===== config.mk =====
export PLATFORM = sky130hd
export DESIGN_NAME = pendant_report_to_jog_signals_top
export DESIGN_NICKNAME = d
export VERILOG_FILES = /design/src/design/prtjs_pkg.sv /design/src/design/pendant_report_to_jog_signals_top.sv
export SDC_FILE = /design/constraint.sdc
export NUM_CORES = 1
export LEC_CHECK = 0
export BUFFER_PORTS_ARGS = -buffer_cell sky130_fd_sc_hd__clkbuf_2
export CAP_MARGIN = 25
export CORE_ASPECT_RATIO = 0.5
export CORE_MARGIN = 2
export CORE_UTILIZATION = 30
export CTS_CLUSTER_DIAMETER = 30
export CTS_CLUSTER_SIZE = 10
export DETAILED_ROUTE_END_ITERATION = 6
export PLACE_DENSITY = 0.52
export SKIP_CTS_REPAIR_TIMING = 1
export SYNTH_ARGS = -nofsm -noshare
export SYNTH_HDL_FRONTEND = slang
export SYNTH_SLANG_ARGS = --single-unit

===== constraint.sdc =====
create_clock -name clk -period 8.1 [get_ports clk]
set_input_delay 0 -clock clk [delete_from_list [all_inputs] [get_ports clk]]
set_output_delay 0 -clock clk [all_outputs]
set_load 0.01 [all_outputs]

===== src/design/prtjs_pkg.sv =====
// prtjs_pkg: shared types and constants for the pendant report to jog signals block
// holds the item and result beat structs, button codes and action line positions
// no dependencies
package prtjs_pkg;

	// accumulator and threshold widths
	localparam int ACC_WIDTH = 24;
	localparam int THR_WIDTH = 24;
	localparam int LIM_WIDTH = (ACC_WIDTH > THR_WIDTH) ? ACC_WIDTH : THR_WIDTH;

	// button codes
	localparam logic [7:0] BTN_NONE         = 8'h00;
	localparam logic [7:0] BTN_STOP         = 8'h02;
	localparam logic [7:0] BTN_START_PAUSE  = 8'h03;
	localparam logic [7:0] BTN_MACHINE_HOME = 8'h08;
	localparam logic [7:0] BTN_WORK_HOME    = 8'h0a;
	localparam logic [7:0] BTN_CONTINUOUS   = 8'h0e;
	localparam logic [7:0] BTN_STEP         = 8'h0f;
	localparam logic [7:0] BTN_MACRO_TEN    = 8'h10;

	// feed and axis selector codes
	localparam logic [7:0] FEED_FIRST = 8'h0e;
	localparam logic [7:0] FEED_LAST  = 8'h10;
	localparam logic [7:0] AXIS_FIRST = 8'h11;
	localparam logic [7:0] AXIS_LAST  = 8'h14;
	localparam logic [7:0] AXIS_OFF   = 8'h06;

	// wheel byte decode
	localparam logic [7:0] WHEEL_FWD_MAX = 8'd128;
	localparam logic [7:0] WHEEL_TOP     = 8'd255;

	// item kinds
	localparam logic FUNC_REPORT = 1'b0;
	localparam logic FUNC_TICK   = 1'b1;

	// action line bit positions
	localparam int LINE_STOP    = 0;
	localparam int LINE_START   = 1;
	localparam int LINE_PARK    = 2;
	localparam int LINE_HOME    = 3;
	localparam int LINE_HOME_IN = 4;
	localparam int LINE_COUNT   = 5;

	localparam logic [THR_WIDTH-1:0] THR_RESET = THR_WIDTH'(1000);

	typedef struct packed {
		logic       func;
		logic [7:0] button_code;
		logic [7:0] feed_code;
		logic [7:0] axis_code;
		logic [7:0] wheel_delta;
	} item_t;

	typedef struct packed {
		logic       estop_line;
		logic [3:0] axis_select;
		logic       continuous_line;
		logic [2:0] resolution_select;
		logic       cycle_stop_line;
		logic       cycle_start_line;
		logic       parking_line;
		logic       home_line;
		logic       home_input_line;
		logic       quad_a;
		logic       quad_b;
	} result_t;

endpackage


===== src/design/pendant_report_to_jog_signals_top.sv =====
// Usage:
//   item channel (item_valid/item_ready/item) takes one beat per pendant report
//   (func 0) or per time tick (func 1). Every accepted beat produces exactly one
//   result beat on result_valid/result_ready/result, showing all control lines
//   and the emulated encoder levels after that beat's update.
//   cfg channel (cfg_valid/cfg_ready/cfg_data) writes step_threshold; it is
//   always ready; the user must write it only while no beat is in flight, the block does not enforce this.
// Result: the result register loads on the accept edge.
// Throughput: one beat per cycle while result_ready is high; the report decode and the single accumulator
//   add/subtract/compare sit between the state registers and the result register.
// Reset: all latches clear, axis off, feed at the first resolution, encoder
//   phase and accumulator zero, threshold 1000; no result beat is pending.
// Stall: while a result waits and result_ready is low, item_ready drops; when
//   result_ready is high a new beat is taken in the same cycle the result leaves.
// Depends on prtjs_pkg.
module pendant_report_to_jog_signals_top
	import prtjs_pkg::*;
(
	input  logic                 clk,
	input  logic                 arst_n,
	input  logic                 item_valid,
	output logic                 item_ready,
	input  item_t                item,
	output logic                 result_valid,
	input  logic                 result_ready,
	output result_t              result,
	input  logic                 cfg_valid,
	output logic                 cfg_ready,
	input  logic [THR_WIDTH-1:0] cfg_data
);

	// state registers
	logic [THR_WIDTH-1:0]  threshold_q;
	logic                  continuous_q;
	logic [7:0]            feed_q;
	logic [7:0]            axis_q;
	logic [7:0]            prev_btn_q;
	logic                  hold_q;
	logic                  estop_q;
	logic [7:0]            wheel_q;
	logic [LINE_COUNT-1:0] action_q;
	logic [1:0]            phase_q;
	logic [ACC_WIDTH-1:0]  acc_q;
	logic                  result_valid_q;
	result_t               result_q;

	// next state
	logic                  continuous_d;
	logic [7:0]            feed_d;
	logic [7:0]            axis_d;
	logic [7:0]            prev_btn_d;
	logic                  hold_d;
	logic                  estop_d;
	logic [7:0]            wheel_d;
	logic [LINE_COUNT-1:0] action_d;
	logic [1:0]            phase_d;
	logic [ACC_WIDTH-1:0]  acc_d;
	result_t               result_d;

	logic                  accept;
	logic                  fresh;
	logic                  forward;
	logic [7:0]            speed;
	logic [LIM_WIDTH-1:0]  thr_ext;
	logic [LIM_WIDTH-1:0]  top_ext;
	logic [ACC_WIDTH-1:0]  limit;
	logic [ACC_WIDTH:0]    sum;
	logic [ACC_WIDTH:0]    rem;
	logic [ACC_WIDTH:0]    limit_ext;

	assign cfg_ready    = 1'b1;
	assign item_ready   = !result_valid_q || result_ready;
	assign accept       = item_valid && item_ready;
	assign result_valid = result_valid_q;
	assign result       = result_q;

	// threshold limited to the accumulator range
	assign thr_ext   = LIM_WIDTH'(threshold_q);
	assign top_ext   = LIM_WIDTH'({ACC_WIDTH{1'b1}});
	assign limit     = (thr_ext < top_ext) ? thr_ext[ACC_WIDTH-1:0] : top_ext[ACC_WIDTH-1:0];
	assign limit_ext = {1'b0, limit};

	// wheel speed and direction from the stored wheel byte
	assign forward = (wheel_q <= WHEEL_FWD_MAX);
	assign speed   = forward ? wheel_q : (WHEEL_TOP - wheel_q);
	assign sum     = {1'b0, acc_q} + (ACC_WIDTH + 1)'(speed);
	assign fresh   = (prev_btn_q == BTN_NONE);

	// update for one beat
	always_comb begin
		continuous_d = continuous_q;
		feed_d       = feed_q;
		axis_d       = axis_q;
		prev_btn_d   = prev_btn_q;
		hold_d       = hold_q;
		estop_d      = estop_q;
		wheel_d      = wheel_q;
		action_d     = action_q;
		phase_d      = phase_q;
		acc_d        = acc_q;
		rem          = sum;
		if (item.func == FUNC_TICK) begin
			// phase accumulator step
			if (speed == 8'd0) begin
				phase_d = 2'd0;
				acc_d   = '0;
			end else begin
				if (sum >= limit_ext) begin
					rem = sum - limit_ext;
					if (rem >= limit_ext) begin
						rem = limit_ext;
					end
					phase_d = phase_q + (forward ? 2'd1 : 2'd3);
				end
				acc_d = rem[ACC_WIDTH-1:0];
			end
		end else begin
			// report decode
			priority if (item.button_code == BTN_STOP && fresh) begin
				estop_d = !estop_q;
			end else if (item.button_code == BTN_START_PAUSE && fresh) begin
				hold_d = !hold_q;
			end else if (item.button_code == BTN_CONTINUOUS) begin
				continuous_d = 1'b1;
			end else if (item.button_code == BTN_STEP) begin
				continuous_d = 1'b0;
			end else begin
				// other codes leave toggles and jog mode alone
				continuous_d = continuous_q;
			end
			feed_d     = item.feed_code;
			axis_d     = item.axis_code;
			prev_btn_d = item.button_code;
			wheel_d    = item.wheel_delta;
			// action lines, held for other buttons
			unique case (item.button_code)
				BTN_START_PAUSE: begin
					action_d = '0;
					action_d[LINE_STOP]  = hold_d;
					action_d[LINE_START] = !hold_d;
				end
				BTN_WORK_HOME: begin
					action_d = '0;
					action_d[LINE_PARK] = 1'b1;
				end
				BTN_MACHINE_HOME: begin
					action_d = '0;
					action_d[LINE_HOME] = 1'b1;
				end
				BTN_MACRO_TEN: begin
					action_d = '0;
					action_d[LINE_HOME_IN] = 1'b1;
				end
				BTN_NONE: begin
					action_d = '0;
				end
				default: begin
					action_d = action_q;
				end
			endcase
		end
	end

	// result from the updated state
	always_comb begin
		result_d                   = '0;
		result_d.estop_line        = !estop_d;
		result_d.continuous_line   = continuous_d;
		if (axis_d >= AXIS_FIRST && axis_d <= AXIS_LAST) begin
			result_d.axis_select = 4'b0001 << (axis_d[1:0] - AXIS_FIRST[1:0]);
		end
		if (feed_d >= FEED_FIRST && feed_d <= FEED_LAST) begin
			result_d.resolution_select = 3'b001 << (feed_d[1:0] - FEED_FIRST[1:0]);
		end
		result_d.cycle_stop_line   = action_d[LINE_STOP];
		result_d.cycle_start_line  = action_d[LINE_START];
		result_d.parking_line      = action_d[LINE_PARK];
		result_d.home_line         = action_d[LINE_HOME];
		result_d.home_input_line   = action_d[LINE_HOME_IN];
		result_d.quad_a            = (phase_d == 2'd1) || (phase_d == 2'd2);
		result_d.quad_b            = phase_d[1];
	end

	// threshold register
	always_ff @(posedge clk or negedge arst_n) begin
		if (!arst_n) begin
			threshold_q <= THR_RESET;
		end else if (cfg_valid && cfg_ready) begin
			threshold_q <= cfg_data;
		end
	end

	// jog state, loaded on each accepted beat
	always_ff @(posedge clk or negedge arst_n) begin
		if (!arst_n) begin
			continuous_q <= 1'b0;
			feed_q       <= FEED_FIRST;
			axis_q       <= AXIS_OFF;
			prev_btn_q   <= BTN_NONE;
			hold_q       <= 1'b0;
			estop_q      <= 1'b0;
			wheel_q      <= 8'd0;
			action_q     <= '0;
			phase_q      <= 2'd0;
			acc_q        <= '0;
		end else if (accept) begin
			continuous_q <= continuous_d;
			feed_q       <= feed_d;
			axis_q       <= axis_d;
			prev_btn_q   <= prev_btn_d;
			hold_q       <= hold_d;
			estop_q      <= estop_d;
			wheel_q      <= wheel_d;
			action_q     <= action_d;
			phase_q      <= phase_d;
			acc_q        <= acc_d;
		end
	end

	// result beat valid flag
	always_ff @(posedge clk or negedge arst_n) begin
		if (!arst_n) begin
			result_valid_q <= 1'b0;
		end else if (accept) begin
			result_valid_q <= 1'b1;
		end else if (result_ready) begin
			result_valid_q <= 1'b0;
		end
	end

	// result payload
	always_ff @(posedge clk) begin
		if (accept) begin
			result_q <= result_d;
		end
	end

`ifndef ASSERT_OFF
	// every accepted beat shows up as a pending result next cycle
	a_accept_gives_result: assert property (@(posedge clk) disable iff (!arst_n)
		accept |=> result_valid)
		else $error("accepted beat produced no result");

	// the item side only stalls behind a waiting result
	a_stall_only_on_pending: assert property (@(posedge clk) disable iff (!arst_n)
		!item_ready |-> (result_valid_q && !result_ready))
		else $error("item channel stalled without a pending result");

	// ticks never touch the e-stop latch or the jog mode
	a_tick_keeps_latches: assert property (@(posedge clk) disable iff (!arst_n)
		(accept && item.func == FUNC_TICK) |=>
			(estop_q == $past(estop_q) && continuous_q == $past(continuous_q)))
		else $error("tick changed a report latch");

	// accumulator stays within its range after a stepped tick
	a_acc_bounded: assert property (@(posedge clk) disable iff (!arst_n)
		(accept && item.func == FUNC_TICK) |=> ({1'b0, acc_q} <= $past(limit_ext)
			|| $past(acc_q) >= $past(limit)))
		else $error("accumulator above threshold");
`endif

endmodule


**After elaboration in Yosys (flattened, before gate mapping)**

Index checks and enable logic that the tools add are counted.
W data, S select, Z words.

- Output and inout bits: 19
- Register bits after elaboration: 107
- Word-level logic and storage cells: 92
- Input bits: 62

- Eq/ne operators: 9
- Reductions and logical operators: 18
- Bitwise operators: 1
- Mux-type cells: 25
- Shift operators: 2
- Magnitude comparators: 8
- Add/subtract/negate cells: 6

Operators with widths:

| kind | count |
|---|---|
| $mux W24 | 4 |
| $ge A25 B24 Y1 | 2 |
| $eq A8 B4 Y1 const B | 4 |
| $add A24 B8 Y25 | 1 |
| $pmux W5 S5 | 1 |
| $sub A25 B24 Y25 | 1 |
| $logic_not A8 Y1 | 3 |
| $lt A24 B24 Y1 const B | 1 |
| $mux W8 | 3 |
| $eq A8 B2 Y1 const B | 2 |
| $le A8 B5 Y1 const B | 2 |
| $mux W1 | 12 |
| $eq A8 B5 Y1 const B | 1 |
| $ge A8 B4 Y1 const B | 1 |
| $ge A8 B5 Y1 const B | 1 |
| $le A8 B8 Y1 const B | 1 |
| $mux W2 | 4 |
| $sub A8 B8 Y8 const A | 1 |
| $logic_and A1 B1 Y1 | 5 |
| $logic_not A1 Y1 | 5 |
| $mux W5 | 1 |
| $reduce_and A2 Y1 | 2 |
| $shl A1 B2 Y4 const A | 1 |
| $shl A1 B2 Y3 const A | 1 |
| 8 further kinds | 9 |

**Longest topological paths before layout**

- Depth after elaboration: 9
- Gate-level depth with buffers: 35
- Depth with buffers taken out: 32

**Worst setup path before layout**

OpenSTA, ideal clock, no wires.

- Path type: register -> register
- Start point: register wheel_q[0]
- End point: register acc_q[10]
- Required time: 7.974 ns
- Arrival: 6.493 ns
- Slack: 1.480 ns
- Cell stages (with the launch flop): 33
- Cells stage by stage: dfrtp_1 -> nor4_1 -> nand2_1 -> nand2_1 -> nor2_1 -> a21o_1 -> ha_1 -> and3_1 -> o21ai_1 -> a21oi_1 -> a211o_1 -> a21oi_1 -> nor2_1 -> xnor2_1 -> ha_1 -> and3_1 -> and3_4 -> a221oi_4 -> o311a_1 -> a21oi_1 -> o21a_1 -> nor2_1 -> xnor2_1 -> ha_1 -> and2_1 -> a221o_1 -> nor4_1 -> a21oi_1 -> o21ai_1 -> nand3b_2 -> and3_4 -> buf_6 -> a221o_1

- Cells in the longest elaborated chain, start to end: 8
- Elaborated cells between the ends (all ways): 11
- Those cells by class: 3 x add/sub; 3 x order compare; 4 x mux; 1 x reduce/logical

RTL lines:

| element | RTL line | RTL |
|---|---|---|
| from (decl) | pendant_report_to_jog_signals_top.sv:40 | `logic [7:0] wheel_q;` |
| from (signal assigned) | pendant_report_to_jog_signals_top.sv:213 | `wheel_q <= wheel_d;` |
| $sub A8 B8 Y8 / $le A8 B8 Y1 (equally long branches) | pendant_report_to_jog_signals_top.sv:85, pendant_report_to_jog_signals_top.sv:84 |  |
| $mux W8 (*) | pendant_report_to_jog_signals_top.sv:85 | `assign speed = forward ? wheel_q : (WHEEL_TOP - wheel_q);` |
| $add A24 B8 Y25 | pendant_report_to_jog_signals_top.sv:86 | `assign sum = {1'b0, acc_q} + (ACC_WIDTH + 1)'(speed);` |
| $sub A25 B24 Y25 | pendant_report_to_jog_signals_top.sv:109 | `rem = sum - limit_ext;` |
| $ge A25 B24 Y1 | pendant_report_to_jog_signals_top.sv:110 | `if (rem >= limit_ext) begin` |
| $mux W24 | pendant_report_to_jog_signals_top.sv:110 |  |
| $mux W24 | pendant_report_to_jog_signals_top.sv:108 | `if (sum >= limit_ext) begin` |
| $mux W24 (*) | pendant_report_to_jog_signals_top.sv:104 | `if (speed == 8'd0) begin` |
| to (signal assigned) | pendant_report_to_jog_signals_top.sv:205 | `acc_q <= '0;` |
| to (signal assigned) | pendant_report_to_jog_signals_top.sv:216 | `acc_q <= acc_d;` |
| to (decl) | pendant_report_to_jog_signals_top.sv:43 | `logic [ACC_WIDTH-1:0] acc_q;` |

Every way passes the cells marked *; elsewhere a longest branch is shown, timed or not.
A chain may end at the register's enable or synchronous reset.

**Worst setup path in the final report**

- Start point: register wheel_q[0]
- End point: register acc_q[12]

Same word-level chain as after synthesis.

==> out/summary.md <==
dfrtp_1 takes more of the synthesized area than any other cell. In this run the horizontal extent of the chip is 227 um. The top flip-flop cell by instance count after synthesis is dfrtp_1. For the number of antenna violations at the first check in global routing, the log shows 0. Sequential elements use 37.2% of the synthesized area. In this run the tool buffered the top-level ports with 79 buffer cells.

The average instance area after synthesis came out at 9.48 um2. The tools report the count of cell types in the netlist as 74. The critical path class was reg2reg.

The worst-case hold path end point is prev_btn_q[3]. After global routing the overflow that remains totals 0. The worst hold path was traced through 2 stages. The reported leakage power was 0.00406 uW. Dividing the detail-routed wire length by the instance count gives 16.4 um.

Entering global routing, the biggest net connects 69 pins. Worst-case register-to-register setup slack: 0.61 ns. In the finished design, the share of the clock period the worst path needs comes to 92.4%. The source-to-sink clock delay at the later pin of the worst-skew pair is 0.37 ns. The tools report the critical path startpoint category as a flip-flop. The detail route stage leaves a number of antenna-violating nets equal to 0. The origin of the critical flop-to-flop path was wheel_q[0]. The worst-case headroom to the max-slew limit was 30.7%. Clock tree synthesis inserted a total of 9 buffers. Ranked by total cell area, the synthesized netlist is headed by dfrtp_1, ha_1, edfxtp_1. Synthesis inferred 107 register bits. The post-route clock skew was 0.0104 ns.

The tools report the reg-to-reg endpoint as acc_q[12]. The top-area cell type share of the netlist area is 26.9%, and the placer's final routability congestion estimate is 0.914. After detailed routing, the total wire length is 20.6 mm. CTS saw 107 sinks. The cell sitting at the root of the clock tree is a clkbuf_16.

The run gives 6014 as the via count of the first global-routing pass. The run gives 0 as the final count of negative-setup-slack endpoints. Cell type with the highest occurrence count on the critical path: a21oi_1. Across the run, the number of max-cap violations was 0. The detailed router finished its first iteration with 439 violations. Summing all flip-flop and latch instances after layout gives 2770 um2. The floorplan step defined a die boundary enclosing 26200 um2. Summed over all nets, the half-perimeter wirelength after detailed placement is 15.2 mm. The cell with the largest stage delay on the worst path was dfrtp_1.

On the worst path, the slowest cell contributes a delay of 0.43 ns. The run gives 1182 as the number of placed instances with taps included. The endpoint class of the critical path was a flip-flop.

At the end of the flow, the number of nets in the layout was 1037. For this run, the total global-route usage over all layers was measured as 16.0%. The initial utilization of the core area, before any placement, comes to 30.8%. Along the worst path, the maximum fanout reaches 14. The slew at the pin closest to its max-slew limit was 1.04 ns. The fraction of layout instances using a drive strength above 1 came out at 18.0%.

The logs give 0.000208 V for the worst supply voltage drop on vdd and 786 for the cell count after synthesis. For this block, the via count after detailed routing is 6290. Floorplan die height: 115 um. Synthesis warning total: 0. TritonCTS built the clock tree. The longest clock path from root to sink contains 2 buffers. In this run, synthesis inferred 16 flip-flops with an integrated enable.

The global-route wire length before repair was 32.4 mm; the top-level I/O count was 81. The flow ran to the end, but the final reports show violations. For the maximum clock rate, the log shows 134 MHz.

Dividing the detail-routed via count by the number of cells gives 5.02. The filler cells instantiated in the layout total 2424. The tools report the worst hold path startpoint as item[27]. Once layout is complete, the utilization of the core stands at 37.4%. The min-delay analysis places its worst path in the category in2reg. STA puts the critical path data required time at 8.35 ns. Setup repair after global routing left no endpoint under its margin. Data arrives at the worst endpoint at 7.74 ns.

The first detailed-routing pass took 5 iterations. After synthesis, the share of flip-flops with an asynchronous set or reset is 85.0%. The final reports fail on hold timing. The tools report the number of H-tree levels as 3. The number of cells on the worst reg-to-reg path is 32, and the footprint of the multi-input gates is 4380 um2.

The mapped netlist covers 7450 um2. Power spread over the standard cell area amounts to 298 nW/um2. The number of slew-limit violations in the final report was 0. The number of hold violations in the final report is 1. For the final-layout worst hold slack, the log shows -0.00118 ns. The clock slew at the register clock pins of the worst setup and hold paths is 0.08 ns, and the synthesized net count is 911. The total area inside the core boundary comes to 24200 um2. From synthesis to final layout, the design area changed by 21.5%. In the routed design, unresolved DRC markers number 0. The final antenna diode count came out at 0.

Row generation in the floorplan step produced 40 rows. The count of cells in the finished layout, fillers not included, comes to 1253. The worst path in the final design needs a cycle of 7.49 ns, including I/O delays and setup.

Adding up every negative setup slack in the final design gives 0 ns.
-- cell usage after synthesis (3+ instances only) --
cell type   n
a22oi_1     5
and3_4      3
nand2_1    85
mux2i_1    11
or3_1       3
o21a_1      4
nand4_1    11
o21bai_1    5
o22ai_1     3
a21o_1     13
nor3_1     17
dfrtp_1    80
nand3_1    10
buf_6       4
a211oi_1    6
nor2b_1     8
o31ai_1     4
and4_1      4
and3_1     16
nor2_1     48
mux2_2     36
xor2_1     15
inv_1      41
xnor2_1    36
a221o_1    14
clkbuf_1   16
buf_4       3
o21ai_1    18
nand3b_1    7
nand2b_1    8
ha_1       61
a22o_1     10
and2_1      4
a31oi_1     4
o211ai_1    5
edfxtp_1   16
o21ai_0    49
a211o_1     5
nor4_1      8
dfstp_2    11
a21oi_1    40
-- state kept, by name (all words and copies together), names as in the netlist --
signal / count
continuous_q: 1
action_q: 5
hold_q: 1
acc_q: 24
prev_btn_q: 8
feed_q: 8
thr_ext: 24
result_valid: 1
estop_q: 1
result: 16
axis_q: 8
wheel_q: 8
phase_q: 2
-- layout by cell type, fill, tap and decap left out, types with 10 or more instances in the layout --
master,n
a221o_1,14
nand3_1,10
nand2_1,85
mux2_2,36
edfxtp_1,16
a21oi_1,40
and3_1,16
a22o_1,10
nor2_1,47
o21ai_0,49
dfstp_2,11
mux2i_1,11
nor3_1,17
a21o_1,13
inv_1,41
xor2_1,15
xnor2_1,36
clkbuf_2,78
dlygate4sd3_1,55
nand4_1,11
ha_1,61
dfrtp_1,80
o21ai_1,18
-- worst max-delay path by stage --
stage | end | cells past startpoint | from
2_1_floorplan | acc_q[10] | 32 | wheel_q[0]
3_3_place_gp | acc_q[1] | 32 | wheel_q[0]
3_5_place_dp | acc_q[9] | 32 | wheel_q[0]
4_1_cts | acc_q[8] | 32 | wheel_q[0]
5_1_grt | acc_q[15] | 32 | wheel_q[4]
6_report | acc_q[12] | 32 | wheel_q[0]
-- logic make-up (layout without fill, tap and decap cells) --
group	after synthesis	in the layout	synth area share, %
AND/OR/NAND/NOR	241	241	16.1
adder cells (fa/ha/maj)	63	63	10.8
XOR/XNOR	51	51	6.00
buffers and inverters	69	200	4.06
AO/OA/AOI/OAI	206	206	18.7
flip-flops	107	107	37.2
other	1	1	0.0503
multiplexers	48	48	7.07
-- critical path, delay by kind of cell (launching register included) --
kind,cells,cell delay (ns)
simple gates,13,2.86
compound gates,13,2.72
xor+xnor,2,0.32
fa+ha+maj,3,0.83
buf+inv,1,0.18
flops,1,0.43
-- final cells by class --
type                    count  area share [%]
repair buffers            142            11.1
clock buffers               9            2.49
flip-flops and latches    107            30.6
multi-input cells         610            48.4
inverters                  42            1.74
well taps                 336            4.65
clock inverters             7           0.968
-- through the flow --
step                area, um2  hold WS (ns)  worst slack (ns)  power (uW)
global placement         8190       -0.0667             0.838        2160
finish                   9050      -0.00118             0.614        2700
global route             9050        0.0142             0.128        2930
detailed placement       8190       -0.0612             0.675        2180
CTS                      8500        -0.467             0.662        2680
floorplan                7450        -0.296              1.48        1800
-- power by group --
part	leakage, uW	switching [uW]	internal (uW)
Sequential	0.00127	56.5	626
Combinational	0.00265	905	638
Clock	0.000151	226	246
Total	0.00406	1190	1510
-- per-layer routing --
layer  vias up  routed length, um  share of wire [%]  track usage, %
li1       3123                  -                  -               -
met5         -                  0                  0               0
met4         0                287                1.4            4.25
met2       118               9170                 45            24.9
met3        22                865                4.2            3.17
met1      3027              10200                 50            22.8
(Power assumes the default switching activity.)
